$ cat src/rtl/core/wavp_pkg.sv
// Package for the WAV PCM16 mono parser: parse phases, status codes,
// chunk tags, size limits and the result record passed to the top level.
// No dependencies.
`timescale 1ns / 1ps
`default_nettype none

package wavp_pkg;

  typedef enum logic [2:0] {
    PH_RIFF = 3'd0,
    PH_HDR  = 3'd1,
    PH_SKIP = 3'd2,
    PH_FMT  = 3'd3,
    PH_DATA = 3'd4
  } phase_t;

  typedef enum logic [2:0] {
    ST_OK          = 3'd0,
    ST_NOT_WAVE    = 3'd1,
    ST_BAD_FORMAT  = 3'd2,
    ST_DATA_NO_FMT = 3'd3,
    ST_NO_DATA     = 3'd4
  } status_t;

  localparam logic [31:0] TAG_RIFF = 32'h5249_4646;
  localparam logic [31:0] TAG_WAVE = 32'h5741_5645;
  localparam logic [31:0] TAG_FMT  = 32'h666D_7420;
  localparam logic [31:0] TAG_DATA = 32'h6461_7461;

  localparam logic [31:0] MIN_FILE_BYTES = 32'd44;
  localparam logic [31:0] RIFF_LAST_BYTE = 32'd11;
  localparam logic [31:0] FMT_MIN_BYTES  = 32'd16;
  localparam logic [15:0] PCM_CODE       = 16'd1;
  localparam logic [15:0] MONO_CHANNELS  = 16'd1;
  localparam logic [15:0] PCM_BITS       = 16'd16;
  localparam logic [31:0] DEFAULT_RATE   = 32'd48000;

  localparam logic CFG_FILE_LENGTH   = 1'b0;
  localparam logic CFG_REQUIRED_RATE = 1'b1;

  typedef struct packed {
    logic               hit;
    logic signed [15:0] sample;
    logic               is_sample;
    logic               final_result;
    status_t            status;
  } result_t;

endpackage

`default_nettype wire

$ cat src/rtl/core/wavp_parser.sv
// Byte-level parse state for the WAV PCM16 mono parser. Holds offsets,
// chunk header and fmt fields; produces at most one result per beat.
// Depends on wavp_pkg.
`timescale 1ns / 1ps
`default_nettype none

module wavp_parser (
  input  wire logic            clk,
  input  wire logic            rst,
  input  wire logic            step,
  input  wire logic [7:0]      file_byte,
  input  wire logic [31:0]     file_length,
  input  wire logic [31:0]     required_rate,
  output wavp_pkg::result_t    res
);

  logic [31:0]      byte_offset,    byte_offset_next;
  wavp_pkg::phase_t parse_phase,    parse_phase_next;
  logic [31:0]      chunk_tag,      chunk_tag_next;
  logic [31:0]      chunk_length,   chunk_length_next;
  logic [31:0]      chunk_position, chunk_position_next;
  logic [33:0]      chunk_total,    chunk_total_next;
  logic             format_valid,   format_valid_next;
  logic [15:0]      format_code,    format_code_next;
  logic [15:0]      channel_count,  channel_count_next;
  logic [31:0]      rate_field,     rate_field_next;
  logic [15:0]      bits_field,     bits_field_next;
  logic [7:0]       low_byte,       low_byte_next;
  logic             finished,       finished_next;

  logic [31:0] bo_inc;
  logic [31:0] pos_inc;
  logic [31:0] tag_shift;
  logic [31:0] len_full;
  logic [33:0] fl_wide;
  logic [33:0] hdr_sum;
  logic        hdr_no_fit;
  logic        hdr_no_next;
  logic [33:0] hdr_total;
  logic        fmt_no_next;
  logic        skip_done;
  logic [31:0] fmt_idx;
  logic [15:0] bits_full;
  logic        fmt_good;
  logic        data_last;
  logic        err;
  wavp_pkg::status_t err_code;

  assign bo_inc    = byte_offset + 32'd1;
  assign pos_inc   = chunk_position + 32'd1;
  assign tag_shift = {chunk_tag[23:0], file_byte};
  assign len_full  = {file_byte, chunk_length[23:0]};
  assign fl_wide   = {2'b00, file_length};

  // Chunk start is byte_offset - 7 on the last header byte.
  assign hdr_sum     = {2'b00, byte_offset} + {2'b00, len_full};
  assign hdr_no_fit  = (hdr_sum + 34'd1) > fl_wide;
  assign hdr_no_next = (hdr_sum + 34'd9 + {33'd0, len_full[0]}) > fl_wide;
  assign hdr_total   = 34'd8 + {2'b00, len_full} + {33'd0, len_full[0]};

  // On fmt body byte 15 the chunk start is byte_offset - 23.
  assign fmt_no_next = ({2'b00, byte_offset} + chunk_total - 34'd15) > fl_wide;
  assign skip_done   = {2'b00, pos_inc} >= chunk_total;

  assign fmt_idx   = chunk_position - 32'd8;
  assign bits_full = {file_byte, bits_field[7:0]};
  assign fmt_good  = (format_code == wavp_pkg::PCM_CODE) &&
                     (channel_count == wavp_pkg::MONO_CHANNELS) &&
                     (rate_field == required_rate) &&
                     (bits_full == wavp_pkg::PCM_BITS);
  assign data_last = (chunk_position - 32'd7) == {chunk_length[31:1], 1'b0};

  always_comb begin
    byte_offset_next    = byte_offset;
    parse_phase_next    = parse_phase;
    chunk_tag_next      = chunk_tag;
    chunk_length_next   = chunk_length;
    chunk_position_next = chunk_position;
    chunk_total_next    = chunk_total;
    format_valid_next   = format_valid;
    format_code_next    = format_code;
    channel_count_next  = channel_count;
    rate_field_next     = rate_field;
    bits_field_next     = bits_field;
    low_byte_next       = low_byte;
    finished_next       = finished;
    res                 = '0;
    err                 = 1'b0;
    err_code            = wavp_pkg::ST_OK;

    if (!finished) begin
      unique case (parse_phase)
        wavp_pkg::PH_RIFF: begin
          chunk_tag_next = tag_shift;
          priority if (byte_offset == 32'd0 && file_length < wavp_pkg::MIN_FILE_BYTES) begin
            err      = 1'b1;
            err_code = wavp_pkg::ST_NOT_WAVE;
          end else if (byte_offset == 32'd3 && tag_shift != wavp_pkg::TAG_RIFF) begin
            err      = 1'b1;
            err_code = wavp_pkg::ST_NOT_WAVE;
          end else if (byte_offset == wavp_pkg::RIFF_LAST_BYTE) begin
            if (tag_shift != wavp_pkg::TAG_WAVE) begin
              err      = 1'b1;
              err_code = wavp_pkg::ST_NOT_WAVE;
            end else begin
              parse_phase_next    = wavp_pkg::PH_HDR;
              chunk_position_next = 32'd0;
              chunk_tag_next      = 32'd0;
            end
          end else begin
            // keep shifting in header bytes
          end
        end

        wavp_pkg::PH_HDR: begin
          chunk_position_next = pos_inc;
          if (chunk_position < 32'd4) begin
            chunk_tag_next = tag_shift;
          end else begin
            unique case (chunk_position[1:0])
              2'd0:    chunk_length_next[7:0]   = file_byte;
              2'd1:    chunk_length_next[15:8]  = file_byte;
              2'd2:    chunk_length_next[23:16] = file_byte;
              default: chunk_length_next[31:24] = file_byte;
            endcase
          end
          if (chunk_position == 32'd7) begin
            chunk_total_next = hdr_total;
            priority if (hdr_no_fit) begin
              err      = 1'b1;
              err_code = wavp_pkg::ST_NO_DATA;
            end else if (chunk_tag == wavp_pkg::TAG_FMT &&
                         len_full >= wavp_pkg::FMT_MIN_BYTES) begin
              parse_phase_next   = wavp_pkg::PH_FMT;
              format_code_next   = 16'd0;
              channel_count_next = 16'd0;
              rate_field_next    = 32'd0;
              bits_field_next    = 16'd0;
            end else if (chunk_tag == wavp_pkg::TAG_DATA) begin
              priority if (!format_valid) begin
                err      = 1'b1;
                err_code = wavp_pkg::ST_DATA_NO_FMT;
              end else if (len_full < 32'd2) begin
                err      = 1'b1;
                err_code = wavp_pkg::ST_NO_DATA;
              end else begin
                parse_phase_next = wavp_pkg::PH_DATA;
              end
            end else if (hdr_no_next) begin
              err      = 1'b1;
              err_code = wavp_pkg::ST_NO_DATA;
            end else if (len_full == 32'd0) begin
              // empty chunk: next header starts right away
              parse_phase_next    = wavp_pkg::PH_HDR;
              chunk_position_next = 32'd0;
              chunk_tag_next      = 32'd0;
              chunk_length_next   = 32'd0;
            end else begin
              parse_phase_next = wavp_pkg::PH_SKIP;
            end
          end
        end

        wavp_pkg::PH_DATA: begin
          chunk_position_next = pos_inc;
          if (!chunk_position[0]) begin
            low_byte_next = file_byte;
          end else begin
            res.hit       = 1'b1;
            res.sample    = {file_byte, low_byte};
            res.is_sample = 1'b1;
            res.status    = wavp_pkg::ST_OK;
            if (data_last) begin
              res.final_result = 1'b1;
              finished_next    = 1'b1;
            end
          end
        end

        wavp_pkg::PH_FMT, wavp_pkg::PH_SKIP: begin
          if (parse_phase == wavp_pkg::PH_FMT && fmt_idx[31:4] == 28'd0) begin
            unique case (fmt_idx[3:0])
              4'd0:    format_code_next[7:0]    = file_byte;
              4'd1:    format_code_next[15:8]   = file_byte;
              4'd2:    channel_count_next[7:0]  = file_byte;
              4'd3:    channel_count_next[15:8] = file_byte;
              4'd4:    rate_field_next[7:0]     = file_byte;
              4'd5:    rate_field_next[15:8]    = file_byte;
              4'd6:    rate_field_next[23:16]   = file_byte;
              4'd7:    rate_field_next[31:24]   = file_byte;
              4'd14:   bits_field_next[7:0]     = file_byte;
              4'd15:   bits_field_next[15:8]    = file_byte;
              default: ;
            endcase
            if (fmt_idx[3:0] == 4'd15) begin
              format_valid_next = fmt_good;
              priority if (!fmt_good) begin
                err      = 1'b1;
                err_code = wavp_pkg::ST_BAD_FORMAT;
              end else if (fmt_no_next) begin
                err      = 1'b1;
                err_code = wavp_pkg::ST_NO_DATA;
              end else begin
                // format good: advance through the rest of the chunk
              end
            end
          end
          if (!err) begin
            chunk_position_next = pos_inc;
            if (skip_done) begin
              parse_phase_next    = wavp_pkg::PH_HDR;
              chunk_position_next = 32'd0;
              chunk_tag_next      = 32'd0;
              chunk_length_next   = 32'd0;
            end
          end
        end

        default: ;
      endcase

      if (err) begin
        res.hit          = 1'b1;
        res.sample       = '0;
        res.is_sample    = 1'b0;
        res.final_result = 1'b1;
        res.status       = err_code;
        finished_next    = 1'b1;
      end
    end

    // Rearm once the whole file has gone by.
    byte_offset_next = bo_inc;
    if (bo_inc == 32'd0 || bo_inc >= file_length) begin
      byte_offset_next    = 32'd0;
      parse_phase_next    = wavp_pkg::PH_RIFF;
      chunk_tag_next      = 32'd0;
      chunk_length_next   = 32'd0;
      chunk_position_next = 32'd0;
      chunk_total_next    = 34'd0;
      format_valid_next   = 1'b0;
      format_code_next    = 16'd0;
      channel_count_next  = 16'd0;
      rate_field_next     = 32'd0;
      bits_field_next     = 16'd0;
      low_byte_next       = 8'd0;
      finished_next       = 1'b0;
    end
  end

  always_ff @(posedge clk) begin
    if (rst) begin
      byte_offset    <= 32'd0;
      parse_phase    <= wavp_pkg::PH_RIFF;
      chunk_tag      <= 32'd0;
      chunk_length   <= 32'd0;
      chunk_position <= 32'd0;
      chunk_total    <= 34'd0;
      format_valid   <= 1'b0;
      format_code    <= 16'd0;
      channel_count  <= 16'd0;
      rate_field     <= 32'd0;
      bits_field     <= 16'd0;
      low_byte       <= 8'd0;
      finished       <= 1'b0;
    end else if (step) begin
      byte_offset    <= byte_offset_next;
      parse_phase    <= parse_phase_next;
      chunk_tag      <= chunk_tag_next;
      chunk_length   <= chunk_length_next;
      chunk_position <= chunk_position_next;
      chunk_total    <= chunk_total_next;
      format_valid   <= format_valid_next;
      format_code    <= format_code_next;
      channel_count  <= channel_count_next;
      rate_field     <= rate_field_next;
      bits_field     <= bits_field_next;
      low_byte       <= low_byte_next;
      finished       <= finished_next;
    end
  end

endmodule

`default_nettype wire

$ cat src/rtl/core/wav_pcm16_mono_parser_unit.sv
// WAV PCM16 mono parser, top level: config registers, parser, result register.
// Latency: a result appears in the cycle after the byte beat that causes it.
// Throughput: one byte per cycle while file_stall is low; the parse state updates in the beat's own
// cycle and a single result register holds the output, refilled as it drains.
// Reset (rst, synchronous): parser to the RIFF header phase, file_length 0,
// required_rate 48000, no result pending.
`timescale 1ns / 1ps
`default_nettype none

module wav_pcm16_mono_parser_unit (
  input  wire logic               clk,
  input  wire logic               rst,
  input  wire logic               cfg_write,
  input  wire logic               cfg_index,
  input  wire logic [31:0]        cfg_data,
  input  wire logic               file_valid,
  output logic                    file_stall,
  input  wire logic [7:0]         file_byte,
  output logic                    result_valid,
  input  wire logic               result_stall,
  output logic signed [15:0]      sample,
  output logic                    is_sample,
  output logic                    final_result,
  output logic [2:0]              status
);

  logic [31:0]       file_length;
  logic [31:0]       required_rate;
  logic              accept;
  wavp_pkg::result_t res;

  always_ff @(posedge clk) begin
    if (rst) begin
      file_length   <= 32'd0;
      required_rate <= wavp_pkg::DEFAULT_RATE;
    end else if (cfg_write) begin
      unique case (cfg_index)
        wavp_pkg::CFG_FILE_LENGTH:   file_length   <= cfg_data;
        wavp_pkg::CFG_REQUIRED_RATE: required_rate <= cfg_data;
      endcase
    end
  end

  // Stall only while a result sits unread.
  assign file_stall = result_valid && result_stall;
  assign accept     = file_valid && !file_stall;

  wavp_parser u_parser (
    .clk           (clk),
    .rst           (rst),
    .step          (accept),
    .file_byte     (file_byte),
    .file_length   (file_length),
    .required_rate (required_rate),
    .res           (res)
  );

  always_ff @(posedge clk) begin
    if (rst) begin
      result_valid <= 1'b0;
    end else if (accept) begin
      result_valid <= res.hit;
    end else if (!result_stall) begin
      result_valid <= 1'b0;
    end
  end

  always_ff @(posedge clk) begin
    if (accept && res.hit) begin
      sample       <= res.sample;
      is_sample    <= res.is_sample;
      final_result <= res.final_result;
      status       <= res.status;
    end
  end

endmodule

`default_nettype wire

$ cat config.mk
export PLATFORM = sky130hd
export DESIGN_NAME = wav_pcm16_mono_parser_unit
export DESIGN_NICKNAME = d
export VERILOG_FILES = /design/src/rtl/core/wavp_pkg.sv /design/src/rtl/core/wavp_parser.sv /design/src/rtl/core/wav_pcm16_mono_parser_unit.sv
export SDC_FILE = /design/constraint.sdc
export NUM_CORES = 1
export LEC_CHECK = 0
export BUFFER_PORTS_ARGS = -buffer_cell sky130_fd_sc_hd__buf_2
export CAP_MARGIN = 15
export CELL_PAD_IN_SITES_DETAIL_PLACEMENT = 0
export CELL_PAD_IN_SITES_GLOBAL_PLACEMENT = 2
export CORE_UTILIZATION = 42
export DETAILED_ROUTE_END_ITERATION = 7
export PLACE_DENSITY_LB_ADDON = 0.2
export SLEW_MARGIN = 40
export SYNTH_ARGS = -nofsm -noshare
export SYNTH_HDL_FRONTEND = slang
export SYNTH_SLANG_ARGS = --single-unit
$ cat constraint.sdc
create_clock -name clk -period 12.7 [get_ports clk]
set_clock_uncertainty 0.1 [all_clocks]
set_input_delay 0.635 -clock clk [delete_from_list [all_inputs] [get_ports clk]]
set_output_delay 0.635 -clock clk [all_outputs]
set_load 0.02 [all_outputs]
; After elaboration in Yosys (flattened, before gate mapping)
; Index checks and enable logic that the tools add are counted.
[classes]
bitwise_logic = 3
magnitude_cmp = 9
reduce_logical = 50
n_mux = 154
n_eq_ne = 52
n_addsub = 12
[op_table]
columns = operator, n
row1 = $mux W32, 45
row2 = $mux W8, 20
row3 = $mux W16, 9
row4 = $mux W34, 4
row5 = $pmux W32 S2, 2
row6 = $pmux W32 S4, 1
row7 = $gt A34 B32 Y1, 3
row8 = $logic_not A32 Y1, 3
row9 = $pmux W32 S3, 1
row10 = $mux W22, 4
row11 = $mux W3, 29
row12 = $reduce_and A8 Y1, 10
row13 = $add A34 B1 Y34, 2
row14 = $add A32 B1 Y32 const B, 2
row15 = $eq A32 B31 Y1 const B, 2
row16 = $eq A32 B32 Y1, 2
row17 = $ne A32 B31 Y1 const B, 2
row18 = $pmux W16 S2, 2
row19 = $add A32 B34 Y34, 1
row20 = $add A34 B1 Y34 const B, 1
row21 = $add A34 B4 Y34 const B, 1
row22 = $ge A32 B34 Y1, 1
row23 = $sub A34 B4 Y34 const B, 1
row24 = $add A32 B32 Y33, 1
row25 = 54 further kinds, 131
[word_totals]
inputBits = 46
ff_bits = 333
output_inout_bits = 23
elab_cells = 305

; Logic depth before layout (Yosys ltp)
; Gate-level depths: netlist (run 1).
[depth]
depth_word = 14
depth_mapped = 31

; Modules after synthesis
; Synthesis (run 1) repeated with hierarchy kept, for this count alone.
[hier_totals]
hier_cells = 3340
area_unflattened_um2 = 26864.5
[modules_own_cells]
columns = module, seq_area_each_um2, instances, cells_per_inst, area_per_inst_um2
row1 = wavp_parser, 4904.7, 1, 3066, 23550.1
row2 = wav_pcm16_mono_parser_unit, 1931.9, 1, 274, 3314.4

; Least setup slack after synthesis (run 1)
; No wires, ideal clock.
[synth_timing]
kind = register to register
start = register u_parser.byte_offset[0]
end = register final_result, enable pin
synth_period_minus_slack_ns = 7.724
required_ns = 12.166
stages_incl_launch_ff = 26
slack_ns = 4.976
t_arrival_ns = 7.190
cell_sequence = dfxtp_1 ha_1 inv_1 fa_1 nand2b_1 a211oi_2 o21a_1 o221ai_1 nand4bb_1 or4_1 nor4_4 nand2_1 nor2_1 xnor2_1 ha_1 a21o_1 a21oi_1 o211ai_1 a21oi_1 nor2b_1 o21ai_0 a31oi_1 nor2_1 mux2i_4 a221oi_1 a211oi_1
[synth_between]
elab_chain_len = 14
word_cells_on_any_way = 33
cone_classes = add/sub (6) / order compare (3) / eq/ne (2) / mux (18) / reduce/logical (4)
[synth_lines]
columns = element, line_no
row1 = from (decl), wavp_parser.sv:17  ; logic [31:0] byte_offset, byte_offset_next;
row2 = from (signal assigned), wavp_parser.sv:267  ; byte_offset <= byte_offset_next;
row3 = $add A32 B32 Y33 or $add A32 B34 Y34 (tied branches), "wavp_parser.sv:56, wavp_parser.sv:62"
row4 = $add A34 B4 Y34 or $sub A34 B4 Y34 (tied branches), "wavp_parser.sv:58, wavp_parser.sv:62"
row5 = $add A34 B1 Y34 or $gt A34 B32 Y1 (tied branches), "wavp_parser.sv:58, wavp_parser.sv:62"
row6 = $gt A34 B32 Y1 or $mux W1 (tied branches), "wavp_parser.sv:58, wavp_parser.sv:200"
row7 = "$mux W1, on equally long branches", "wavp_parser.sv:149, wavp_parser.sv:197"
row8 = "$mux W1, on equally long branches", "wavp_parser.sv:139, wavp_parser.sv:195"
row9 = "$mux W1, on equally long branches", "wavp_parser.sv:132, wavp_parser.sv:181"
row10 = "$mux W1, on equally long branches", "wavp_parser.sv:129, wavp_parser.sv:92"
row11 = "$mux W1, on equally long branches", "wavp_parser.sv:127, wavp_parser.sv:91"
row12 = $pmux W1 S3 (*), wavp_parser.sv:92  ; unique case (parse_phase)
row13 = $mux W1 (*), wavp_parser.sv:91  ; if (!finished) begin
row14 = $mux W22 (*), wavp_parser.sv:222  ; if (err) begin
row15 = $mux W22 (*), wavp_parser.sv:91
row16 = $logic_and A1 B1 Y1 (*), wav_pcm16_mono_parser_unit.sv:69  ; if (accept && res.hit) begin
row17 = to (signal assigned), wav_pcm16_mono_parser_unit.sv:72  ; final_result <= res.final_result;
row18 = to (decl), wav_pcm16_mono_parser_unit.sv:23  ; output logic final_result,
; Every way passes the cells marked *; elsewhere a longest branch is shown, timed or not. The select of a mux whose other input is x is not followed.
; A chain may end at the register's enable or synchronous reset.

; Worst setup path in the final report (run 1)
[layout_timing]
start = register u_parser.byte_offset[0]
end = register sample[12], enable pin
[layout_between]
elab_chain_len = 14
word_cells_on_any_way = 33
cone_classes = add/sub (6) / order compare (3) / eq/ne (2) / mux (18) / reduce/logical (4)
[layout_lines]
columns = element, line_no
row1 = $add A32 B32 Y33 or $add A32 B34 Y34 (tied branches), "wavp_parser.sv:56, wavp_parser.sv:62"
row2 = $add A34 B4 Y34 or $sub A34 B4 Y34 (tied branches), "wavp_parser.sv:58, wavp_parser.sv:62"
row3 = $add A34 B1 Y34 or $gt A34 B32 Y1 (tied branches), "wavp_parser.sv:58, wavp_parser.sv:62"
row4 = $gt A34 B32 Y1 or $mux W1 (tied branches), "wavp_parser.sv:58, wavp_parser.sv:200"
row5 = "$mux W1, on equally long branches", "wavp_parser.sv:149, wavp_parser.sv:197"
row6 = "$mux W1, on equally long branches", "wavp_parser.sv:139, wavp_parser.sv:195"
row7 = "$mux W1, on equally long branches", "wavp_parser.sv:132, wavp_parser.sv:181"
row8 = "$mux W1, on equally long branches", "wavp_parser.sv:129, wavp_parser.sv:92"
row9 = "$mux W1, on equally long branches", "wavp_parser.sv:127, wavp_parser.sv:91"
row10 = $pmux W1 S3 (*), wavp_parser.sv:92
row11 = $mux W1 (*), wavp_parser.sv:91
row12 = $mux W22 (*), wavp_parser.sv:222
row13 = $mux W22 (*), wavp_parser.sv:91
row14 = $logic_and A1 B1 Y1 (*), wav_pcm16_mono_parser_unit.sv:69
row15 = to (signal assigned), wav_pcm16_mono_parser_unit.sv:70  ; sample <= res.sample;
row16 = to (decl), wav_pcm16_mono_parser_unit.sv:21  ; output logic signed [15:0] sample,
; Marks and branches as above.

==> results of run 1 <==
## critical path, delay by kind of cell (launching register included)
kind | cells | cell delay (ps)
adder cells (fa/ha/maj) | 3 | 970
flip-flops | 1 | 540
buffers and inverters | 2 | 430
AND/OR/NAND/NOR | 9 | 2830
XOR/XNOR | 1 | 170
AO/OA/AOI/OAI | 6 | 2230
multiplexers | 1 | 610
## registers in the layout, summed over array words and instances, names as in the netlist
register                 cells
u_parser.chunk_total        33
file_length                 32
required_rate               32
u_parser.byte_offset        32
u_parser.chunk_length       32
u_parser.chunk_position     32
u_parser.chunk_tag          32
u_parser.rate_field         32
sample                      16
u_parser.channel_count      16
u_parser.format_code        16
u_parser.bits_field          8
u_parser.low_byte            8
status                       3
u_parser.parse_phase         3
final_result                 1
is_sample                    1
result_valid                 1
u_parser.finished            1
u_parser.format_valid        1
## power groups by stage
stage               clock, mW  sequential [mW]  combinational, mW
finish                   1.18             1.09              0.321
global placement            0             1.11              0.310
CTS                      1.20             1.09              0.314
floorplan                   0             1.11              0.193
detailed placement          0             1.11              0.313
global route             1.24             1.09              0.343
## cell type report
cell class / count / area, sq um
Tap cell: 855 / 1070
Sequential cell: 332 / 6857
Timing Repair Buffer: 100 / 606.8
Clock inverter: 20 / 210.2
Multi-Input combinational cell: 2779 / 19010
Clock buffer: 54 / 1115
Fill cell: 6504 / 34650
Inverter: 251 / 942.2
## metal layers
metal	up-vias	wire length, um
met4	2	5614
met2	1034	50560
met3	235	7733
met5	-	10
li1	12640	-
met1	13260	50760
## path summary, 6_finish.rpt
check | end | cells past startpoint | from | slack, ps
setup / recovery | sample[12] | 22 | u_parser.byte_offset[0] | 4420
hold / removal | required_rate[7] | 3 | cfg_data[7] | 210
setup reg to reg | sample[12] | 22 | u_parser.byte_offset[0] | 4420
hold reg to reg | file_length[1] | 2 | file_length[1] | 360
## placed cells by master (no fill, tap or decap), types with 50 or more instances in the layout
cell type / n
dfxtp_1: 311
a21o_1: 69
xnor2_1: 238
a21oi_1: 237
inv_1: 249
nand3_1: 119
ha_1: 270
xor2_1: 50
mux2i_1: 80
nand2_1: 413
nor3_1: 117
o21ai_0: 89
nor4_1: 76
nor2_1: 259
nand4_1: 99
buf_2: 67
## per-stage QoR
stage	utilization (%)	hold slack (ps)	worst slack, ps	instance area, sq um
6_report	46.25	214.4	4422	29810
5_1_grt	46.25	211.0	3932	29810
4_1_cts	46.18	193.4	4585	29770
3_5_place_dp	44.13	347.3	4606	28450
3_3_place_gp	44.03	338.9	4421	28380
2_1_floorplan	-	331.9	4976	27380
## logic make-up after synthesis
| kind of cell | Yosys count |
|---|---|
| xor+xnor | 289 |
| fa+ha+maj | 272 |
| simple gates | 1375 |
| compound gates | 755 |
| flops | 332 |
| buf+inv | 427 |
| mux | 88 |
==> results.sh, run 1 <==
export IMPL_layout_nets=3823
export IMPL_cts_inserted_buffers=41
export IMPL_part_of_the_power_in_registers_pct=42.0
export IMPL_clock_root_buffer="clkbuf_16"
export IMPL_yosysSeqAreaShare_pct=25.04
export IMPL_synthesis_area_per_instance_sq_um=7.739
export IMPL_maxSlewHeadroom_pct=41.76
export IMPL_synth_xor_area_share_pct=9.272
export IMPL_first_global_vias=25770
export IMPL_drive_above_1_share_pct=7.127
export IMPL_first_pass_iters=8
export IMPL_rsz0062_at_grt="false"
export IMPL_worst_hold_path_type="in2reg"
export IMPL_holdBufCountCts=0
export IMPL_numPlacedInstances=4316
export IMPL_drcViolationCount=0
export IMPL_synth_net_count=3856
export IMPL_fp_row_count=93
export IMPL_route_vias_total=27170
export IMPL_hold_viol=0
export IMPL_detail_route_vias_per_cell=6.187
export IMPL_dp_hpwl_um=90490
export IMPL_wire_per_inst_um=26.12
export IMPL_total_switching_power_mw=0.7370
export IMPL_yosysUniqueCellTypes=95
export IMPL_crit_path_top_delay_cell="or4_1"
export IMPL_grt_total_usage_pct=33.83
export IMPL_synth_edf_count=21
export IMPL_floorplan_die_width_um=257.3
export IMPL_cap_viol_max_count=0
export IMPL_critical_path_arrival_ps=8420
export IMPL_status="finished clean"
export IMPL_finalCritPeriodShare_pct=65.19
export IMPL_post_synth_top_area_fraction_pct=22.74
export IMPL_pwr_share_clk_pct=45.6
export IMPL_leading_cell_types_by_count_after_synthesis="nand2_1, dfxtp_1, ha_1"
export IMPL_finalWeightedCongestion=0.9970
export IMPL_setup_worst_path_class="reg2reg"
export IMPL_path_max_fanout=18
export IMPL_number_of_antenna_violations_at_the_first_check_in_global_routing=4
export IMPL_synth_simple_area_share_pct=25.34
export IMPL_synth_top_family_by_area="simple AND/OR/NAND/NOR gates"
export IMPL_timing_critical_path_cells="ha_1, inv_1, fa_1, nand2b_1, a211oi_2, o21a_1, o221ai_1, nand4bb_1, or4_1, nor4_4, nand2_1, xnor2_1, ha_1, nand2_1, nor4_1, nand2_1, a31oi_1, nor2_1, mux2i_4, a221oi_1, a211oi_4, buf_4"
export IMPL_postRouteAntennaNets=0
export IMPL_clock_sink_count=332
export IMPL_critical_path_endpoint_type="flop"
export IMPL_cp_start_kind="flop"
export IMPL_grt_overflow=0
export IMPL_cts_max_path_buffers=3
export IMPL_grt_pass1_wl_um=168800
export IMPL_start_util_pct=42.47
export IMPL_number_of_placed_i_o_pins=69
export IMPL_yosys_top_cells_area="dfxtp_1, ha_1, xnor2_1"
export IMPL_drt_first_iter_violations=2755
export IMPL_main_synth_ff_type="dfxtp_1"
export IMPL_gr_usage_met3_pct=5.112
export IMPL_numPortBuffers=68
export IMPL_power_switching_fraction_pct=28.45
export IMPL_die_h_um=257.3
export IMPL_power_density_relative_to_cell_area_nw_per_um2=86.89
export IMPL_synth_most_common_cell="nand2_1"
export IMPL_timing_final_setup_violations=0
export IMPL_cts_resized=0
export IMPL_groute_layer_met2_usage_pct=53.04
export IMPL_power_total_mw=2.591
export IMPL_layout_min_cycle_time_ps=8279
export IMPL_cts_post_setup_buffers_inserted=0
export IMPL_share_comb_of_total_power_pct=12.4
export IMPL_inserted_diodes=0
export IMPL_cell_internal_pwr_mw=1.854
export IMPL_clk_transition_reported_paths_ps=60
export IMPL_largest_net_degree_at_the_start_of_global_routing=78
export IMPL_top_usage_layer="met2"
export IMPL_crit_path_max_incr_delay_ps=700
export IMPL_synth_fa_ha_area_share_pct=12.48
export IMPL_synth_compound_area_share_pct=18.61
export IMPL_netlist_top_cell_by_area="dfxtp_1"
export IMPL_power_static_leakage_nw=11.75
export IMPL_routed_wl_um=114700
export IMPL_setup_tns_ps=0
export IMPL_ys_warn_count=0
export IMPL_path_common_cell="nand2_1"
export IMPL_ir_worst_vdd_mv=0.1138
export IMPL_slew_viol_final=0
export IMPL_syn2layout_area_growth_pct=8.893
export IMPL_htreeDepth=2
export IMPL_muxShareOfSynthArea_pct=3.290
export IMPL_cells_after_synthesis=3538
export IMPL_worst_slew_pin_transition_ps=867.4
export IMPL_cts_tree="yes"
export IMPL_critPathRequiredTime_ps=12840
export IMPL_final_cells=4391
export IMPL_yosys_reg_bits=332
export IMPL_clock_insertion_delay_worst_skew_ps=580
export IMPL_use_met1_pct=45.56
export IMPL_core_sq_um=64460
export IMPL_synth_async_reset_ratio_pct=0
export IMPL_synth_area_sq_um=27380
export IMPL_die_area_sq_um=66220
export IMPL_maxClockFrequency_ghz=0.1208
Power figures use the tool's default switching activity.
==> inputs of run 2 (changes only) <==
--- a/config.mk
+++ b/config.mk
@@ -9,7 +9,7 @@
 export CAP_MARGIN = 15
 export CELL_PAD_IN_SITES_DETAIL_PLACEMENT = 0
 export CELL_PAD_IN_SITES_GLOBAL_PLACEMENT = 2
-export CORE_UTILIZATION = 42
+export CORE_UTILIZATION = 39
 export DETAILED_ROUTE_END_ITERATION = 7
 export PLACE_DENSITY_LB_ADDON = 0.2
 export SLEW_MARGIN = 40
==> constraint.sdc (replaced) <==
create_clock -name clk -period 8.05 [get_ports clk]
set_clock_uncertainty 0.1 [all_clocks]
set_input_delay 0.4025 -clock clk [delete_from_list [all_inputs] [get_ports clk]]
set_output_delay 0.4025 -clock clk [all_outputs]
set_load 0.02 [all_outputs]
==> run 2 against run 1 <==
Die area up 7.6%. Utilization shrank 1.8 points. Sequential share of layout area shrank 0.66 points. Wire length up 1.8%. Final area is 3.0% higher. Fmax increased by 7.8%. First-iteration DRC count fell by 8.3%. Clock power up 64%. Sequential cell count did not move. Hold slack worse by 180 ps. Non-clock buffer count rose by 85. Count of clock-buffer cells in the layout is 1 lower. Largest cell class unchanged.
==> results.sh, run 2 (same netlist as run 1, synthesis figures left out) <==
export IMPL_fp_row_count=96
export IMPL_power_switching_fraction_pct=28.54
export IMPL_number_of_placed_i_o_pins=69
export IMPL_start_util_pct=39.64
export IMPL_floorplan_die_width_um=267.0
export IMPL_maxClockFrequency_ghz=0.1302
export IMPL_r2r_slack_ps=370
export IMPL_power_static_leakage_nw=12.22
export IMPL_crit_path_top_delay_cell="or4_1"
export IMPL_critical_path_arrival_ps=8050
export IMPL_number_of_antenna_violations_at_the_first_check_in_global_routing=2
export IMPL_drive_above_1_share_pct=8.400
export IMPL_slew_viol_final=0
export IMPL_total_switching_power_mw=1.190
export IMPL_dp_hpwl_um=92510
export IMPL_largest_reg_flops=33
export IMPL_die_h_um=267.0
export IMPL_syn2layout_area_growth_pct=12.11
export IMPL_htreeDepth=2
export IMPL_route_vias_total=27590
export IMPL_rsz0062_at_grt="true"
export IMPL_reg2reg_from="u_parser.chunk_length[1]"
export IMPL_postRouteAntennaNets=0
export IMPL_layout_commonest_cell="nand2_1"
export IMPL_cts_post_setup_buffers_inserted=0
export IMPL_critPathRequiredTime_ps=8420
export IMPL_clock_insertion_delay_worst_skew_ps=600
export IMPL_cap_viol_max_count=0
export IMPL_detail_route_vias_per_cell=6.064
export IMPL_path_max_fanout=32
export IMPL_worst_hold_path_type="in2reg"
export IMPL_cell_internal_pwr_mw=2.980
export IMPL_core_sq_um=69070
export IMPL_hold_ws_ps=31.70
export IMPL_min_delay_start="cfg_data[23]"
export IMPL_reg2regPathDepth=26
export IMPL_first_pass_iters=6
export IMPL_first_global_vias=25880
export IMPL_layout_setup_ws_ps=367.2
export IMPL_ir_worst_vdd_mv=0.1388
export IMPL_crit_reg2reg_capture="u_parser.chunk_tag[11]"
export IMPL_routed_wl_um=116700
export IMPL_drcViolationCount=0
export IMPL_final_core_util_pct=44.44
export IMPL_timing_final_setup_violations=0
export IMPL_cts_tree="yes"
export IMPL_critical_path_endpoint_type="flop"
export IMPL_maxSlewHeadroom_pct=43.47
export IMPL_path_common_cell="a21oi_1"
export IMPL_grt_total_usage_pct=32.11
export IMPL_die_area_sq_um=71270
export IMPL_clock_root_buffer="clkbuf_16"
export IMPL_hold_viol=0
export IMPL_clock_sink_count=332
export IMPL_hold_end="required_rate[23]"
export IMPL_cts_inserted_buffers=40
export IMPL_grt_overflow=0
export IMPL_grt_pass1_wl_um=170300
export IMPL_place_area_sq_um=28980
export IMPL_drt_first_iter_violations=2527
export IMPL_inserted_diodes=0
export IMPL_clk_transition_reported_paths_ps=60
export IMPL_top_register="u_parser.chunk_total"
export IMPL_share_comb_of_total_power_pct=12.6
export IMPL_mostFrequentLayoutCells="nand2_1, dfxtp_1, ha_1"
export IMPL_layout_min_cycle_time_ps=7683
export IMPL_wire_per_inst_um=25.65
export IMPL_finalWeightedCongestion=0.9850
export IMPL_power_density_relative_to_cell_area_nw_per_um2=135.8
export IMPL_finalCritPeriodShare_pct=95.44
export IMPL_layout_nets=3907
export IMPL_setup_worst_path_class="reg2reg"
export IMPL_worst_slew_pin_transition_ps=846.5
export IMPL_part_of_the_power_in_registers_pct=41.2
export IMPL_crit_path_max_incr_delay_ps=640
export IMPL_setup_tns_ps=0
export IMPL_numPortBuffers=68
export IMPL_cp_start_kind="flop"
export IMPL_pwr_share_clk_pct=46.2
export IMPL_holdPathStages=3
export IMPL_cts_max_path_buffers=3
export IMPL_detailedPlace_worstSlack_ps=303.6
export IMPL_status="finished clean"
export IMPL_finalInstanceArea_sq_um=30690
export IMPL_largest_net_degree_at_the_start_of_global_routing=81
[run 2: changes by cell type in the layout (fill, tap and decap cells not counted), sizes merged]
| cell | previous run | this run |
|---|---|---|
| clkinvlp | 3 | 2 |
| bufinv | 3 | 4 |
| buf | 100 | 155 |
| dlygate4sd3 | 0 | 30 |
| inv | 254 | 251 |
| clkbuf | 54 | 53 |
| clkinv | 11 | 13 |
[run 2: timing repair]
action,in CTS,in global routing
hold buffers,30,0
hold endpoints to repair,44,0
endpoints found under the setup margin,0,153
resized for setup,0,4
[run 2: worst max-delay path, delay by kind of cell (launching register included)]
kind	cells	cell delay (ps)
AOI/OAI and AO/OA	13	3000
xor gates and xnor gates	1	140
adders and majority gates	2	790
buffers and inverters	2	460
DFF	1	530
muxes	1	410
and+or+nand+nor	7	2100
[run 2: through the flow]
step	power, mW	std cells
finish	4.170	4550
global route	4.319	4550
CTS	4.191	4550
detailed placement	2.257	4448
global placement	2.250	4448
floorplan	2.051	3538
[run 2: layout make-up]
cell class / instances / area [sq um]
clock buffer: 53 / 1120
timing repair buffer: 185 / 1345
fill: 7058 / 38370
tap: 931 / 1165
multi-input combinational: 2779 / 19000
inverter: 251 / 942.2
sequential: 332 / 6857
clock inverter: 19 / 266.5
[run 2: worst max path at each step]
| stage | slack, ps | startpoint | cells past startpoint | endpoint |
|---|---|---|---|---|
| after detailed placement | 300 | u_parser.chunk_length[1] | 26 | u_parser.chunk_tag[15] |
| after global routing | -30 | u_parser.chunk_length[1] | 27 | u_parser.bits_field[3] |
| after floorplan | 330 | u_parser.byte_offset[0] | 25 | final_result |
| final | 370 | u_parser.chunk_length[1] | 26 | u_parser.chunk_tag[11] |
| after CTS | 240 | u_parser.chunk_length[1] | 26 | u_parser.chunk_tag[29] |
| after global placement | 410 | u_parser.chunk_length[1] | 26 | u_parser.chunk_tag[21] |
[run 2: per-layer routing]
layer / GRT usage, % / share of wire, %
met1: 44.56 / 45
met2: 50.12 / 44
met3: 3.663 / 6.6
met4: 13.44 / 4.5
met5: 0 / 0.020
[run 2: power groups by stage]
stage	combinational, mW	clock, mW	sequential [mW]
floorplan	0.304	0	1.75
global placement	0.498	0	1.75
detailed placement	0.505	0	1.75
CTS	0.519	1.96	1.72
global route	0.563	2.04	1.72
finish	0.527	1.93	1.72
